## src/rtl/core/hed_pkg.sv

```systemverilog
// Shared types, character codes and the named reference table of the decoder.
package hed_pkg;

  localparam logic [7:0] ChAmp   = 8'h26;
  localparam logic [7:0] ChHash  = 8'h23;
  localparam logic [7:0] ChSemi  = 8'h3B;
  localparam logic [7:0] ChLt    = 8'h3C;
  localparam logic [7:0] ChGt    = 8'h3E;
  localparam logic [7:0] Ch0     = 8'h30;
  localparam logic [7:0] Ch9     = 8'h39;
  localparam logic [7:0] ChLowA  = 8'h61;
  localparam logic [7:0] ChLowF  = 8'h66;
  localparam logic [7:0] ChUpA   = 8'h41;
  localparam logic [7:0] ChUpF   = 8'h46;
  localparam logic [7:0] ChLowX  = 8'h78;
  localparam logic [7:0] ChUpX   = 8'h58;

  localparam int unsigned NumNames = 5;

  // Work for one input beat, handed from the decoder to the emitter.
  // gen[0] goes out first.
  typedef struct packed {
    logic [3:0][7:0] gen;
    logic [2:0]      gen_n;
    logic            fa_ovf;
    logic            marker;
    logic            last;
  } job_t;

  function automatic logic [2:0] name_len(input logic [2:0] idx);
    case (idx)
      3'd0:    return 3'd6;
      3'd1:    return 3'd6;
      3'd2:    return 3'd4;
      3'd3:    return 3'd4;
      3'd4:    return 3'd5;
      default: return 3'd0;
    endcase
  endfunction

  function automatic logic [7:0] name_value(input logic [2:0] idx);
    case (idx)
      3'd0:    return 8'h22;
      3'd1:    return 8'h27;
      3'd2:    return 8'h3C;
      3'd3:    return 8'h3E;
      3'd4:    return 8'h26;
      default: return 8'h00;
    endcase
  endfunction

  // Names are left aligned in six characters.
  function automatic logic [7:0] name_char(input logic [2:0] idx, input logic [2:0] pos);
    logic [47:0] text;
    case (idx)
      3'd0:    text = "&quot;";
      3'd1:    text = "&apos;";
      3'd2:    text = {"&lt;", 16'h0000};
      3'd3:    text = {"&gt;", 16'h0000};
      3'd4:    text = {"&amp;", 8'h00};
      default: text = '0;
    endcase
    case (pos)
      3'd0:    return text[47:40];
      3'd1:    return text[39:32];
      3'd2:    return text[31:24];
      3'd3:    return text[23:16];
      3'd4:    return text[15:8];
      3'd5:    return text[7:0];
      default: return 8'h00;
    endcase
  endfunction

endpackage

```

## src/rtl/core/hed_in_if.sv

```systemverilog
// Input byte channel.
interface hed_in_if;
  logic       valid;
  logic       ready;
  logic [7:0] in_byte;
  logic       in_last;

  modport source (output valid, output in_byte, output in_last, input ready);
  modport sink   (input valid, input in_byte, input in_last, output ready);
endinterface

```

## src/rtl/core/hed_out_if.sv

```systemverilog
// Decoded byte channel.
interface hed_out_if;
  logic       valid;
  logic       ready;
  logic [7:0] out_byte;
  logic       byte_valid;
  logic       out_last;
  logic       overflow;

  modport source (output valid, output out_byte, output byte_valid, output out_last,
                  output overflow, input ready);
  modport sink   (input valid, input out_byte, input byte_valid, input out_last,
                  input overflow, output ready);
endinterface

```

## src/rtl/core/hed_ram.sv

```systemverilog
// Generic single write port RAM with registered read.
module hed_ram #(
  parameter int unsigned WIDTH = 8,
  parameter int unsigned DEPTH = 16,
  localparam int unsigned AW = (DEPTH > 1) ? $clog2(DEPTH) : 1
) (
  input  logic             clk_i,
  input  logic             we_i,
  input  logic [AW-1:0]    waddr_i,
  input  logic [WIDTH-1:0] wdata_i,
  input  logic             re_i,
  input  logic [AW-1:0]    raddr_i,
  output logic [WIDTH-1:0] rdata_o
);

  logic [WIDTH-1:0] mem_q [DEPTH];
  logic [WIDTH-1:0] rdata_q;

  // read returns the old word on a same-address write
  always_ff @(posedge clk_i) begin
    if (we_i) begin
      mem_q[waddr_i] <= wdata_i;
    end
    if (re_i) begin
      rdata_q <= mem_q[raddr_i];
    end
  end

  assign rdata_o = rdata_q;

endmodule

```

## src/rtl/core/hed_decode.sv

```systemverilog
// Tag stripper and reference parser: turns each input beat into one job.
module hed_decode #(
  parameter int unsigned MAX_PENDING = 16,
  localparam int unsigned CW = $clog2(MAX_PENDING + 1),
  localparam int unsigned AW = $clog2(MAX_PENDING)
) (
  input  logic            clk_i,
  input  logic            rst_ni,
  input  logic            cfg_we_i,
  input  logic            cfg_wdata_i,
  hed_in_if.sink          in_i,
  input  logic            job_free_i,
  output logic            load_o,
  output hed_pkg::job_t   job_o,
  output logic [CW-1:0]   fa_n_o,
  output logic [CW-1:0]   fb_n_o,
  output logic            wr_en_o,
  output logic [AW-1:0]   wr_addr_o,
  output logic [7:0]      wr_data_o
);

  localparam logic [1:0] PhIdle = 2'd0;
  localparam logic [1:0] PhName = 2'd1;
  localparam logic [1:0] PhHash = 2'd2;
  localparam logic [1:0] PhNum  = 2'd3;

  logic          strip_q;
  logic          tag_q, tag_d;
  logic [CW-1:0] cnt_q, cnt_d;
  logic [1:0]    phase_q, phase_d;
  logic          hex_q, hex_d;
  logic [31:0]   code_q, code_d;
  logic [hed_pkg::NumNames-1:0] mask_q, mask_d;

  logic          accept;
  logic [7:0]    b;
  logic          pass;
  logic          scan, ext, go_idle;
  logic          hit;
  logic [7:0]    hit_val;
  logic [hed_pkg::NumNames-1:0] part;
  logic          dig_ok;
  logic [3:0]    dig_val;
  logic          hex_en;
  logic [CW-1:0] fa_n, fb_n;
  logic          ovf;
  logic [2:0]    gen_n;
  logic [3:0][7:0] gen;
  logic [31:0]   code_next;

  assign accept    = in_i.valid && in_i.ready;
  assign in_i.ready = job_free_i;
  assign b         = in_i.in_byte;
  assign hex_en    = (phase_q == PhNum) && hex_q;

  // digit value for the current radix
  always_comb begin
    dig_ok  = 1'b0;
    dig_val = 4'h0;
    if (b >= hed_pkg::Ch0 && b <= hed_pkg::Ch9) begin
      dig_ok  = 1'b1;
      dig_val = 4'(b - hed_pkg::Ch0);
    end else if (hex_en && b >= hed_pkg::ChLowA && b <= hed_pkg::ChLowF) begin
      dig_ok  = 1'b1;
      dig_val = 4'(b - hed_pkg::ChLowA + 8'd10);
    end else if (hex_en && b >= hed_pkg::ChUpA && b <= hed_pkg::ChUpF) begin
      dig_ok  = 1'b1;
      dig_val = 4'(b - hed_pkg::ChUpA + 8'd10);
    end
  end

  assign code_next = hex_q ? ({code_q[27:0], 4'h0} + 32'(dig_val))
                           : ({code_q[28:0], 3'b000} + {code_q[30:0], 1'b0} + 32'(dig_val));

  // mask_q holds the names whose prefix still matches the held bytes
  always_comb begin
    hit     = 1'b0;
    hit_val = 8'h00;
    part    = '0;
    for (int i = 0; i < hed_pkg::NumNames; i++) begin
      if (mask_q[i] && (cnt_q < CW'(hed_pkg::name_len(3'(i)))) &&
          (hed_pkg::name_char(3'(i), cnt_q[2:0]) == b)) begin
        if ((cnt_q + CW'(1)) == CW'(hed_pkg::name_len(3'(i)))) begin
          if (!hit) begin
            hit     = 1'b1;
            hit_val = hed_pkg::name_value(3'(i));
          end
        end else begin
          part[i] = 1'b1;
        end
      end
    end
  end

  always_comb begin
    tag_d     = tag_q;
    cnt_d     = cnt_q;
    phase_d   = phase_q;
    hex_d     = hex_q;
    code_d    = code_q;
    mask_d    = mask_q;
    pass      = 1'b1;
    scan      = 1'b0;
    ext       = 1'b0;
    go_idle   = 1'b0;
    fa_n      = '0;
    fb_n      = '0;
    ovf       = 1'b0;
    gen_n     = 3'd0;
    gen       = '0;
    wr_en_o   = 1'b0;
    wr_addr_o = '0;
    wr_data_o = hed_pkg::ChAmp;

    if (strip_q) begin
      if (b == hed_pkg::ChLt) begin
        tag_d = 1'b1;
        pass  = 1'b0;
      end else if (b == hed_pkg::ChGt) begin
        tag_d = 1'b0;
        pass  = 1'b0;
      end else if (tag_q) begin
        pass = 1'b0;
      end
    end

    if (pass) begin
      case (phase_q)
        PhIdle: begin
          scan = 1'b1;
        end
        PhName: begin
          if (cnt_q == CW'(1) && b == hed_pkg::ChHash) begin
            phase_d = PhHash;
            ext     = 1'b1;
          end else if (hit) begin
            go_idle = 1'b1;
            gen_n   = 3'd1;
            gen[0]  = hit_val;
          end else if (|part) begin
            mask_d = part;
            ext    = 1'b1;
          end else begin
            fa_n    = cnt_q;
            go_idle = 1'b1;
            scan    = 1'b1;
          end
        end
        default: begin
          if (b == hed_pkg::ChSemi) begin
            go_idle = 1'b1;
            if (code_q < 32'h80) begin
              gen_n  = 3'd1;
              gen[0] = code_q[7:0];
            end else if (code_q < 32'h800) begin
              gen_n  = 3'd2;
              gen[0] = 8'hC0 | {3'b000, code_q[10:6]};
              gen[1] = 8'h80 | {2'b00, code_q[5:0]};
            end else if (code_q < 32'h10000) begin
              gen_n  = 3'd3;
              gen[0] = 8'hE0 | {4'h0, code_q[15:12]};
              gen[1] = 8'h80 | {2'b00, code_q[11:6]};
              gen[2] = 8'h80 | {2'b00, code_q[5:0]};
            end else begin
              gen_n  = 3'd4;
              gen[0] = 8'hF0 | code_q[25:18];
              gen[1] = 8'h80 | {2'b00, code_q[17:12]};
              gen[2] = 8'h80 | {2'b00, code_q[11:6]};
              gen[3] = 8'h80 | {2'b00, code_q[5:0]};
            end
          end else if (phase_q == PhHash &&
                       (b == hed_pkg::ChLowX || b == hed_pkg::ChUpX)) begin
            hex_d   = 1'b1;
            phase_d = PhNum;
            ext     = 1'b1;
          end else if (dig_ok) begin
            code_d  = code_next;
            phase_d = PhNum;
            ext     = 1'b1;
          end else begin
            fa_n    = cnt_q;
            go_idle = 1'b1;
            scan    = 1'b1;
          end
        end
      endcase
    end

    // append; a full buffer flushes with overflow and the byte is rescanned
    if (ext) begin
      if (cnt_q >= CW'(MAX_PENDING)) begin
        fa_n    = cnt_q;
        ovf     = 1'b1;
        go_idle = 1'b1;
        scan    = 1'b1;
      end else begin
        wr_en_o   = 1'b1;
        wr_addr_o = cnt_q[AW-1:0];
        wr_data_o = b;
        cnt_d     = cnt_q + CW'(1);
      end
    end

    if (go_idle) begin
      cnt_d   = '0;
      phase_d = PhIdle;
      hex_d   = 1'b0;
      code_d  = '0;
    end

    // entry 0 always holds '&' once a candidate is open
    if (scan) begin
      if (b == hed_pkg::ChAmp) begin
        wr_en_o   = 1'b1;
        wr_addr_o = '0;
        wr_data_o = hed_pkg::ChAmp;
        cnt_d     = CW'(1);
        phase_d   = PhName;
        mask_d    = '1;
      end else begin
        gen_n  = 3'd1;
        gen[0] = b;
      end
    end

    if (in_i.in_last) begin
      fb_n    = cnt_d;
      cnt_d   = '0;
      phase_d = PhIdle;
      hex_d   = 1'b0;
      code_d  = '0;
      tag_d   = 1'b0;
    end

    wr_en_o = wr_en_o && accept;
  end

  assign load_o       = accept;
  assign fa_n_o       = fa_n;
  assign fb_n_o       = fb_n;
  assign job_o.gen    = gen;
  assign job_o.gen_n  = gen_n;
  assign job_o.fa_ovf = ovf;
  assign job_o.marker = in_i.in_last && (fa_n == '0) && (gen_n == 3'd0) && (fb_n == '0);
  assign job_o.last   = in_i.in_last;

  always_ff @(posedge clk_i or negedge rst_ni) begin
    if (!rst_ni) begin
      strip_q <= 1'b0;
      tag_q   <= 1'b0;
      cnt_q   <= '0;
      phase_q <= PhIdle;
      hex_q   <= 1'b0;
      code_q  <= '0;
      mask_q  <= '0;
    end else begin
      if (cfg_we_i) begin
        strip_q <= cfg_wdata_i;
      end
      if (accept) begin
        tag_q   <= tag_d;
        cnt_q   <= cnt_d;
        phase_q <= phase_d;
        hex_q   <= hex_d;
        code_q  <= code_d;
        mask_q  <= mask_d;
      end
    end
  end

endmodule

```

## src/rtl/core/hed_emit.sv

```systemverilog
// Beat sequencer: walks a job one result per cycle, unless the output stalls, into the output register.
module hed_emit #(
  parameter int unsigned MAX_PENDING = 16,
  localparam int unsigned CW = $clog2(MAX_PENDING + 1),
  localparam int unsigned AW = $clog2(MAX_PENDING),
  localparam int unsigned RW = $clog2(2 * MAX_PENDING + 6)
) (
  input  logic            clk_i,
  input  logic            rst_ni,
  input  logic            load_i,
  input  hed_pkg::job_t   job_i,
  input  logic [CW-1:0]   fa_n_i,
  input  logic [CW-1:0]   fb_n_i,
  output logic            job_free_o,
  output logic            rd_en_o,
  output logic [AW-1:0]   rd_addr_o,
  input  logic [7:0]      rd_data_i,
  hed_out_if.source       out_o
);

  logic [RW-1:0]   rem_q, rem_d;
  logic [CW-1:0]   fa_rem_q, fa_rem_d;
  logic [CW-1:0]   fb_rem_q, fb_rem_d;
  logic [2:0]      gen_rem_q, gen_rem_d;
  logic [3:0][7:0] gen_q, gen_d;
  logic [AW-1:0]   idx_q, idx_d;
  logic            ovf_q, ovf_d;
  logic            last_q, last_d;

  logic            o_valid_q, o_valid_d;
  logic            o_ram_q, o_ram_d;
  logic [7:0]      o_byte_q, o_byte_d;
  logic            o_bv_q, o_bv_d;
  logic            o_last_q, o_last_d;
  logic            o_ovf_q, o_ovf_d;

  logic adv, busy, sel_fa, sel_gen, sel_fb;

  assign adv        = !o_valid_q || out_o.ready;
  assign busy       = (rem_q != '0);
  assign job_free_o = !busy || ((rem_q == RW'(1)) && adv);

  // order within a job: failed flush, generated bytes, end flush, marker
  assign sel_fa  = (fa_rem_q != '0);
  assign sel_gen = !sel_fa && (gen_rem_q != 3'd0);
  assign sel_fb  = !sel_fa && !sel_gen && (fb_rem_q != '0);

  assign rd_en_o   = adv && busy && (sel_fa || sel_fb);
  assign rd_addr_o = idx_q;

  always_comb begin
    rem_d     = rem_q;
    fa_rem_d  = fa_rem_q;
    fb_rem_d  = fb_rem_q;
    gen_rem_d = gen_rem_q;
    gen_d     = gen_q;
    idx_d     = idx_q;
    ovf_d     = ovf_q;
    last_d    = last_q;

    if (adv && busy) begin
      rem_d = rem_q - RW'(1);
      if (sel_fa) begin
        fa_rem_d = fa_rem_q - CW'(1);
        idx_d    = (fa_rem_q == CW'(1)) ? '0 : idx_q + AW'(1);
      end else if (sel_gen) begin
        gen_rem_d = gen_rem_q - 3'd1;
        gen_d     = {8'h00, gen_q[3:1]};
      end else if (sel_fb) begin
        fb_rem_d = fb_rem_q - CW'(1);
        idx_d    = idx_q + AW'(1);
      end
    end

    if (load_i) begin
      rem_d     = RW'(fa_n_i) + RW'(job_i.gen_n) + RW'(fb_n_i) + RW'(job_i.marker);
      fa_rem_d  = fa_n_i;
      fb_rem_d  = fb_n_i;
      gen_rem_d = job_i.gen_n;
      gen_d     = job_i.gen;
      idx_d     = '0;
      ovf_d     = job_i.fa_ovf;
      last_d    = job_i.last;
    end
  end

  always_comb begin
    o_valid_d = o_valid_q;
    o_ram_d   = o_ram_q;
    o_byte_d  = o_byte_q;
    o_bv_d    = o_bv_q;
    o_last_d  = o_last_q;
    o_ovf_d   = o_ovf_q;
    if (adv) begin
      o_valid_d = busy;
      o_ram_d   = sel_fa || sel_fb;
      o_byte_d  = sel_gen ? gen_q[0] : 8'h00;
      o_bv_d    = sel_fa || sel_gen || sel_fb;
      o_last_d  = last_q && (rem_q == RW'(1));
      o_ovf_d   = sel_fa && ovf_q;
    end
  end

  always_ff @(posedge clk_i or negedge rst_ni) begin
    if (!rst_ni) begin
      rem_q     <= '0;
      fa_rem_q  <= '0;
      fb_rem_q  <= '0;
      gen_rem_q <= 3'd0;
      o_valid_q <= 1'b0;
    end else begin
      rem_q     <= rem_d;
      fa_rem_q  <= fa_rem_d;
      fb_rem_q  <= fb_rem_d;
      gen_rem_q <= gen_rem_d;
      o_valid_q <= o_valid_d;
    end
  end

  always_ff @(posedge clk_i) begin
    gen_q    <= gen_d;
    idx_q    <= idx_d;
    ovf_q    <= ovf_d;
    last_q   <= last_d;
    o_ram_q  <= o_ram_d;
    o_byte_q <= o_byte_d;
    o_bv_q   <= o_bv_d;
    o_last_q <= o_last_d;
    o_ovf_q  <= o_ovf_d;
  end

  // RAM read data holds while the output beat is stalled
  assign out_o.valid      = o_valid_q;
  assign out_o.out_byte   = o_ram_q ? rd_data_i : o_byte_q;
  assign out_o.byte_valid = o_bv_q;
  assign out_o.out_last   = o_last_q;
  assign out_o.overflow   = o_ovf_q;

endmodule

```

## src/rtl/core/html_entity_decoder.sv

```systemverilog
// Top level of the streaming HTML character reference decoder.
//
// in_i carries one text byte per beat with in_last on the final byte of a
// string; out_o carries decoded bytes, with byte_valid low on a bare end
// marker, out_last on the final result of a string and overflow on bytes
// flushed because a candidate reference outgrew MAX_PENDING bytes.
// cfg_we_i/cfg_wdata_i write strip_markup; write only while the block is idle.
// A beat's first result is registered in the sequencer, then in the output
// register. Throughput: one result per cycle unless the receiver stalls. A
// beat giving n results (n up to 2*MAX_PENDING+5, at most MAX_PENDING+1 in
// practice) holds the sequencer; the next beat is taken in the cycle its last
// result moves to the output register, and a beat giving no result leaves it free.
// The rate is set by the single output register and the RAM's one read port.
// Reset clears parser state, strip_markup and the output; the held-byte RAM is
// not cleared, since only entries written for the open candidate are read.
// When the receiver stalls, the output beat holds and input stops while the
// sequencer still holds results of the current job.
module html_entity_decoder #(
  parameter int unsigned MAX_PENDING = 16
) (
  input  logic     clk_i,
  input  logic     rst_ni,
  input  logic     cfg_we_i,
  input  logic     cfg_wdata_i,
  hed_in_if.sink   in_i,
  hed_out_if.source out_o
);

  localparam int unsigned CW = $clog2(MAX_PENDING + 1);
  localparam int unsigned AW = $clog2(MAX_PENDING);

  logic            job_free;
  logic            load;
  hed_pkg::job_t   job;
  logic [CW-1:0]   fa_n, fb_n;
  logic            wr_en;
  logic [AW-1:0]   wr_addr;
  logic [7:0]      wr_data;
  logic            rd_en;
  logic [AW-1:0]   rd_addr;
  logic [7:0]      rd_data;

  hed_decode #(.MAX_PENDING(MAX_PENDING)) u_decode (
    .clk_i       (clk_i),
    .rst_ni      (rst_ni),
    .cfg_we_i    (cfg_we_i),
    .cfg_wdata_i (cfg_wdata_i),
    .in_i        (in_i),
    .job_free_i  (job_free),
    .load_o      (load),
    .job_o       (job),
    .fa_n_o      (fa_n),
    .fb_n_o      (fb_n),
    .wr_en_o     (wr_en),
    .wr_addr_o   (wr_addr),
    .wr_data_o   (wr_data)
  );

  hed_ram #(.WIDTH(8), .DEPTH(MAX_PENDING)) u_pending (
    .clk_i   (clk_i),
    .we_i    (wr_en),
    .waddr_i (wr_addr),
    .wdata_i (wr_data),
    .re_i    (rd_en),
    .raddr_i (rd_addr),
    .rdata_o (rd_data)
  );

  hed_emit #(.MAX_PENDING(MAX_PENDING)) u_emit (
    .clk_i      (clk_i),
    .rst_ni     (rst_ni),
    .load_i     (load),
    .job_i      (job),
    .fa_n_i     (fa_n),
    .fb_n_i     (fb_n),
    .job_free_o (job_free),
    .rd_en_o    (rd_en),
    .rd_addr_o  (rd_addr),
    .rd_data_i  (rd_data),
    .out_o      (out_o)
  );

endmodule

```

## src/flat_wrapper.sv

```systemverilog
// flat-port wrapper written by rule: the top's interface ports become plain ports
module html_entity_decoder_flat 
#(
  parameter int unsigned MAX_PENDING = 16
)
  (clk_i, rst_ni, cfg_we_i, cfg_wdata_i, in_i_valid, in_i_in_byte, in_i_in_last, in_i_ready, out_o_valid, out_o_out_byte, out_o_byte_valid, out_o_out_last, out_o_overflow, out_o_ready);
  hed_in_if in_i_i ();
  hed_out_if out_o_i ();
  input  logic clk_i;
  input  logic rst_ni;
  input  logic cfg_we_i;
  input  logic cfg_wdata_i;
  input wire logic [$bits(in_i_i.valid)-1:0] in_i_valid;
  input wire logic [$bits(in_i_i.in_byte)-1:0] in_i_in_byte;
  input wire logic [$bits(in_i_i.in_last)-1:0] in_i_in_last;
  output wire logic [$bits(in_i_i.ready)-1:0] in_i_ready;
  output wire logic [$bits(out_o_i.valid)-1:0] out_o_valid;
  output wire logic [$bits(out_o_i.out_byte)-1:0] out_o_out_byte;
  output wire logic [$bits(out_o_i.byte_valid)-1:0] out_o_byte_valid;
  output wire logic [$bits(out_o_i.out_last)-1:0] out_o_out_last;
  output wire logic [$bits(out_o_i.overflow)-1:0] out_o_overflow;
  input wire logic [$bits(out_o_i.ready)-1:0] out_o_ready;
  assign in_i_i.valid = in_i_valid;
  assign in_i_i.in_byte = in_i_in_byte;
  assign in_i_i.in_last = in_i_in_last;
  assign in_i_ready = in_i_i.ready;
  assign out_o_valid = out_o_i.valid;
  assign out_o_out_byte = out_o_i.out_byte;
  assign out_o_byte_valid = out_o_i.byte_valid;
  assign out_o_out_last = out_o_i.out_last;
  assign out_o_overflow = out_o_i.overflow;
  assign out_o_i.ready = out_o_ready;
  html_entity_decoder #(.MAX_PENDING(MAX_PENDING)) u_core (.clk_i(clk_i), .rst_ni(rst_ni), .cfg_we_i(cfg_we_i), .cfg_wdata_i(cfg_wdata_i), .in_i(in_i_i), .out_o(out_o_i));
endmodule
```

## config.mk

```make
export PLATFORM = sky130hd
export DESIGN_NAME = html_entity_decoder_flat
export DESIGN_NICKNAME = d
export VERILOG_FILES = /design/src/rtl/core/hed_pkg.sv /design/src/rtl/core/hed_in_if.sv /design/src/rtl/core/hed_out_if.sv /design/src/rtl/core/hed_ram.sv /design/src/rtl/core/hed_decode.sv /design/src/rtl/core/hed_emit.sv /design/src/rtl/core/html_entity_decoder.sv /design/src/flat_wrapper.sv
export SDC_FILE = /design/constraint.sdc
export NUM_CORES = 1
export LEC_CHECK = 0
export BUFFER_PORTS_ARGS = -buffer_cell sky130_fd_sc_hd__buf_4
export CAP_MARGIN = 20
export CORE_ASPECT_RATIO = 0.9
export CORE_UTILIZATION = 58
export CTS_CLUSTER_DIAMETER = 40
export CTS_CLUSTER_SIZE = 30
export DETAILED_ROUTE_END_ITERATION = 6
export PLACE_DENSITY = 0.79
export SLEW_MARGIN = 30
export SYNTH_ARGS = -nofsm -noshare
export SYNTH_HDL_FRONTEND = slang
export SYNTH_SLANG_ARGS = --single-unit
```

## constraint.sdc

```tcl
create_clock -name clk_i -period 5.05 [get_ports clk_i]
set_input_delay 0.2525 -clock clk_i [delete_from_list [all_inputs] [get_ports clk_i]]
set_output_delay 0.2525 -clock clk_i [all_outputs]
set_load 0.02 [all_outputs]
```

# --- After elaboration in Yosys (flattened, before gate mapping) ---
# Memories as Yosys holds them, arrays and structs flattened. A register that Yosys moved wholly into a read port is not among the register bits.
# Cells that the tools add are included.
totals:
  regBits: 117
  mem_bits_rw: 128
  wordCells: 356
  n_memories: 1
mem_list:
  columns: ["memory", "depth", "width", "rd", "rd_clocked_by_memory_dff", "write_ports", "line", "rtl"]
  rows:
  - ["u_core.u_pending.mem_q", 16, 8, 1, 1, 1, "hed_ram.sv:16", "logic [WIDTH-1:0] mem_q [DEPTH];"]
classes:
  addsub: 17
  magnitude_cmp: 13
  n_eq_ne: 34
  n_mux: 198
  n_reduce_logical: 69
op_table:
  columns: ["op", "count"]
  rows:
  - ["two-way mux 32 bit", 14]
  - ["two-way mux 8 bit", 23]
  - ["two-way mux 24 bit", 7]
  - ["two-way mux 5 bit", 31]
  - ["one-hot mux 7 bit (6 select lines)", 2]
  - ["two-way mux 1 bit", 68]
  - ["adder 32 x 4 -> 32 bit", 2]
  - ["one-hot mux 7 bit (4 select lines)", 2]
  - ["two-way mux 3 bit", 16]
  - ["two-way mux 4 bit", 11]
  - ["equality test 7 x 8 -> 1 bit", 5]
  - ["equality test 8 x 6 -> 1 bit, second input constant", 5]
  - ["one-hot mux 7 bit (5 select lines)", 1]
  - ["adder 32 bit", 1]
  - ["less-than comparator 32 x 12 -> 1 bit, second input constant", 1]
  - ["less-than comparator 32 x 17 -> 1 bit, second input constant", 1]
  - ["less-than comparator 32 x 8 -> 1 bit, second input constant", 1]
  - ["two-way mux 16 bit", 2]
  - ["logical AND 1 bit", 31]
  - ["equality test 5 x 3 -> 1 bit", 5]
  - ["two-way mux 6 bit", 4]
  - ["two-way mux 22 bit", 1]
  - ["two-way mux 2 bit", 9]
  - ["equality test 8 x 7 -> 1 bit, second input constant", 2]
  - ["48 further kinds", 86]

# --- Depth between registers and ports, before layout ---
depth:
  word_depth: 30
  mapped_depth: 26
  depth_no_buf: 22

# --- Modules after synthesis ---
# From an unflattened synthesis, not the netlist that was laid out.
unflattened:
  hier_cells: 1384
  hier_area_um2: 15383.5
modules_own_cells:
  columns: ["mod", "instances", "cells_per_inst", "area_per_inst_um2"]
  rows:
  - ["hed_decode", 1, 848, 6396.1]
  - ["hed_ram", 1, 229, 5227.5]
  - ["hed_emit", 1, 307, 3759.9]

# --- Worst setup path after synthesis ---
# Ideal clock, no wire load.
synth_timing:
  kind: "reg2reg"
  start: "register u_core.u_decode.cnt_q[0]"
  end: "register u_core.u_emit.rem_q[4]"
  setup_ns: 0.142
  t_arrival_ns: 5.010
  required_ns: 4.908
  setup_slack_ns: -0.102
  path_stages_with_launch: 25
  path_cell_list: "dfrtp_1 -> buf_2 -> inv_1 -> ha_1 -> buf_2 -> mux2_2 -> nor3_1 -> o221ai_1 -> or3b_1 -> a21oi_1 -> o211ai_2 -> o21ai_2 -> mux2_1 -> a21o_1 -> and2_4 -> nor4_2 -> fa_1 -> ha_1 -> inv_1 -> fa_1 -> inv_1 -> a21o_1 -> a21oi_1 -> xor2_1 -> o221ai_1"
synth_between:
  elab_chain_len: 27
synth_lines:
  columns: ["item", "line", "rtl"]
  rows:
  - ["start, declared", "hed_decode.sv:29", "logic [CW-1:0] cnt_q, cnt_d;"]
  - ["start signal, assigned", "hed_decode.sv:262", "cnt_q <= cnt_d;"]
  - ["branches (longest 25 deep; another with adder 5 x 1 -> 5 bit)", null, null]
  - ["adder 6 x 1 -> 6 bit *", "hed_emit.sv:76", "rem_d = RW'(fa_n_i) + RW'(job_i.gen_n) + RW'(fb_n_i) + RW'(job_i.marker);"]
  - ["two-way mux 6 bit *", "hed_emit.sv:75", "if (load_i) begin"]
  - ["end signal, assigned", "hed_emit.sv:112", "rem_q <= rem_d;"]
  - ["end, declared", "hed_emit.sv:21", "logic [RW-1:0] rem_q, rem_d;"]
# Mark *: on every way between the ends.
# A chain may end at the register's enable or synchronous reset.

# --- Final worst setup path ---
layout_timing:
  start: "register u_core.u_decode.cnt_q[1]"
  end: "register u_core.u_emit.rem_q[4]"
# The elaborated chain is that of the path after synthesis.

==> reports/results.tsv <==
metric	value	unit
dp_cells	1727	
multi_input_area	7420	um2
post_drt_via_cell_ratio	6.43	
final-seq-area	7140	um2
holdWs	0.0944	ns
rows	54	
layout.nets	1553	
p_int	4.66	mW
dpl.hpwl	25900	um
globalplace.congestion	0.920	
p_per_area	403	nW/um2
clockPowerShare	35.2	%
cts_made_buffers	34	
reg2reg_depth	23	
ys_seq_area_share	48.6	%
power_frac_comb	26.7	%
clk_pin_slew	0.06	ns
dpl_worst_slack	-0.241	ns
grt_first_pass_wirelength	61200	um
startpoint_type	flip-flop	
syn_avg_cell_area	10.9	um2
fin_ws	-0.170	ns
die_area	25900	um2
rsz0062_at_grt	true	
clock_latency	0.53	ns
syn_area	14700	um2
violations	design-rule violations, negative setup slack	
placed_cell_area	15700	um2
grt_pass1_vias	11200	
p_sw	2.31	mW
die-height	153	um
max-slew-margin-rel	36.6	%
cp.required	5.39	ns
cts_tree	done	
track_usage	30.4	%
final_common_cell	edfxtp_1	
seqPwrFrac	38.1	%
drt_iter0_markers	1641	
hold_path_depth	1	
peakVddDrop	0.000258	V
area_growth	17.8	%
die_w	170	um
period_needed	5.22	ns
drive_gt1_share	20.7	%
cts.sinks	250	
synth_ff_type	edfxtp_1	
drt-total-wl	39100	um
swShare	33.2	%
drv_cap	0	
synth_seq_cells	250	
hold_violations	0	
tns	-0.410	ns
boundaryPins	28	
ys_warn_count	0	
portBuffers	27	
grt_overflow	0	
coreArea	24500	um2
n_antenna_cell	0	
p_leak	6.94	nW
fin_crit_sh	103	%
cp_data_arrival_time	5.56	ns
synth-edff-count	179	
final_cell_mix	edfxtp_1, nand2_1, buf_4	
synth_cells	1343	
vias	11600	
cp_max_fo	5	
fin_area	17300	um2
skew	0.0365	ns
criticalPathCategory	flip-flop to flip-flop	
slew_violations	0	
clk_path_buf_depth	3	
synthArstFlopShare	26.8	%
start_util	59.8	%
fillers	1687	
cts_root_buf	clkbuf_16	
first_pass_iters	7	
wl_per_cell	21.7	um
cts_max_level	2	
critical_path.endpoint_type	flip-flop	
stdcell_count	1806	
max_freq	192	MHz
drc	1	
setup_violations	3	
grt_start_max_net_pins	68	
ys_types	86	
hold_path.class	input pin to flip-flop	
worst_pin_slew	0.948	ns
antenna_found_initial	0	
outcome	finished, violations left	
antenna_left	0	
-- final cells by class --
type                       instances  area share (%)
tap                              336            2.43
multi-input combinational        990            42.9
clock inverter                    22            1.45
sequential                       250            41.3
clock buffer                      39            5.27
timing repair buffer             121            5.57
inverter                          48            1.07
-- final timing paths --
| kind | start | end | slack, ns |
|---|---|---|---|
| worst max-delay path | u_core.u_decode.cnt_q[1] | u_core.u_emit.rem_q[4] | -0.17 |
| worst min register to register | u_core.u_decode.tag_q | u_core.u_decode.tag_q | 0.51 |
| worst min-delay path | in_i_in_last | u_core.u_emit.last_q | 0.09 |
| max in group asynchronous | rst_ni | u_core.u_decode.cnt_q[1] | 4.23 |
| min in group asynchronous | rst_ni | u_core.u_decode.code_q[29] | 0.32 |
| worst max register to register | u_core.u_decode.cnt_q[1] | u_core.u_emit.rem_q[4] | -0.17 |
-- worst max-delay path, stage by stage (launching register included) --
cell	delay, ns
dfrtp_2	0.47
buf_6	0.15
ha_4	0.17
mux2_2	0.28
nor3_1	0.17
o221ai_1	0.16
or3b_4	0.43
a211o_1	0.35
o211ai_2	0.12
o21ai_2	0.12
buf_4	0.15
mux2_4	0.28
a21o_1	0.20
and2_4	0.17
nor4_4	0.23
fa_1	0.47
ha_2	0.21
inv_2	0.06
fa_2	0.21
inv_2	0.04
a21o_1	0.16
a21oi_2	0.13
xor2_1	0.18
o221ai_1	0.16
-- per-layer routing --
layer	wire [um]	share of wire, %	vias to the layer above	GRT usage (%)
met5	0	0	-	0
met3	3900	10	88	5.49
met1	16600	42	5656	45.2
met2	17800	45	662	46.2
met4	874	2.2	0	7.76
li1	-	-	5209	-
-- synth_stat cells (all sizes together) (7+ instances only) --
| cell | instances | area (um2) |
|---|---|---|
| mux4 | 40 | 901 |
| clkbuf | 45 | 169 |
| and3 | 17 | 106 |
| buf | 25 | 145 |
| dfrtp | 67 | 1680 |
| nand4 | 12 | 75.1 |
| nor3 | 27 | 140 |
| mux2 | 13 | 146 |
| ha | 87 | 1090 |
| nor2 | 111 | 424 |
| o21ai | 81 | 409 |
| o21a | 9 | 67.6 |
| o21bai | 8 | 63.8 |
| nand2 | 146 | 548 |
| and2 | 26 | 165 |
| xor2 | 21 | 184 |
| xnor2 | 36 | 315 |
| inv | 47 | 176 |
| nor2b | 13 | 81.3 |
| o31ai | 22 | 165 |
| nor4 | 11 | 75.1 |
| edfxtp | 179 | 5380 |
| a21oi | 99 | 499 |
| a22o | 19 | 166 |
| or3 | 7 | 43.8 |
| a31oi | 8 | 50.1 |
| o211ai | 13 | 108 |
| nand3 | 34 | 170 |
| a21o | 16 | 120 |
-- registers in the layout, summed over array words and instances (netlist names), 2 cells and up --
| register | count |
|---|---|
| u_core.u_pending.mem_q | 128 |
| u_core.u_decode.code_q | 32 |
| u_core.u_emit.gen_q | 29 |
| u_core.u_emit.o_byte_q | 8 |
| u_core.u_pending.rdata_o | 8 |
| u_core.u_emit.rem_q | 6 |
| u_core.u_decode.cnt_q | 5 |
| u_core.u_decode.mask_q | 5 |
| u_core.u_emit.fa_rem_q | 5 |
| u_core.u_emit.fb_rem_q | 5 |
| u_core.u_emit.rd_addr_o | 4 |
| u_core.u_emit.gen_rem_q | 3 |
| u_core.u_decode.phase_q | 2 |
-- per-stage QoR --
| step | total power, mW | util, % |
|---|---|---|
| finish | 6.97 | 70.5 |
| global route | 7.25 | 70.5 |
| CTS | 6.88 | 69.5 |
| detailed placement | 4.38 | 63.8 |
| global placement | 4.30 | 63.8 |
| floorplan | 3.85 | - |
-- logic make-up after synthesis --
| logic type | after synthesis | share of synthesized area (%) |
|---|---|---|
| xor gates and xnor gates | 57 | 3.40 |
| DFF | 250 | 48.6 |
| other | 1 | 0.0256 |
| AOI/OAI and AO/OA | 329 | 14.7 |
| adders and majority gates | 93 | 8.24 |
| muxes | 56 | 7.34 |
| and+or+nand+nor | 439 | 14.4 |
| buffers and inverters | 118 | 3.37 |
-- timing repair --
item,CTS,global route
endpoints found under the hold margin,68,0
setup buffers,7,8
pin swaps,16,28
hold buffers,3,0
resized for setup,35,39
setup endpoints to repair,4,8
-- power by group through the flow --
stage	combinational (mW)	sequential [mW]	clock [mW]
after floorplan	1.29	2.56	0
after global placement	1.63	2.67	0
after detailed placement	1.69	2.68	0
after CTS	1.77	2.65	2.46
after global routing	2.01	2.68	2.55
final	1.86	2.66	2.45
No activity file was read; power rests on OpenSTA's default activity.
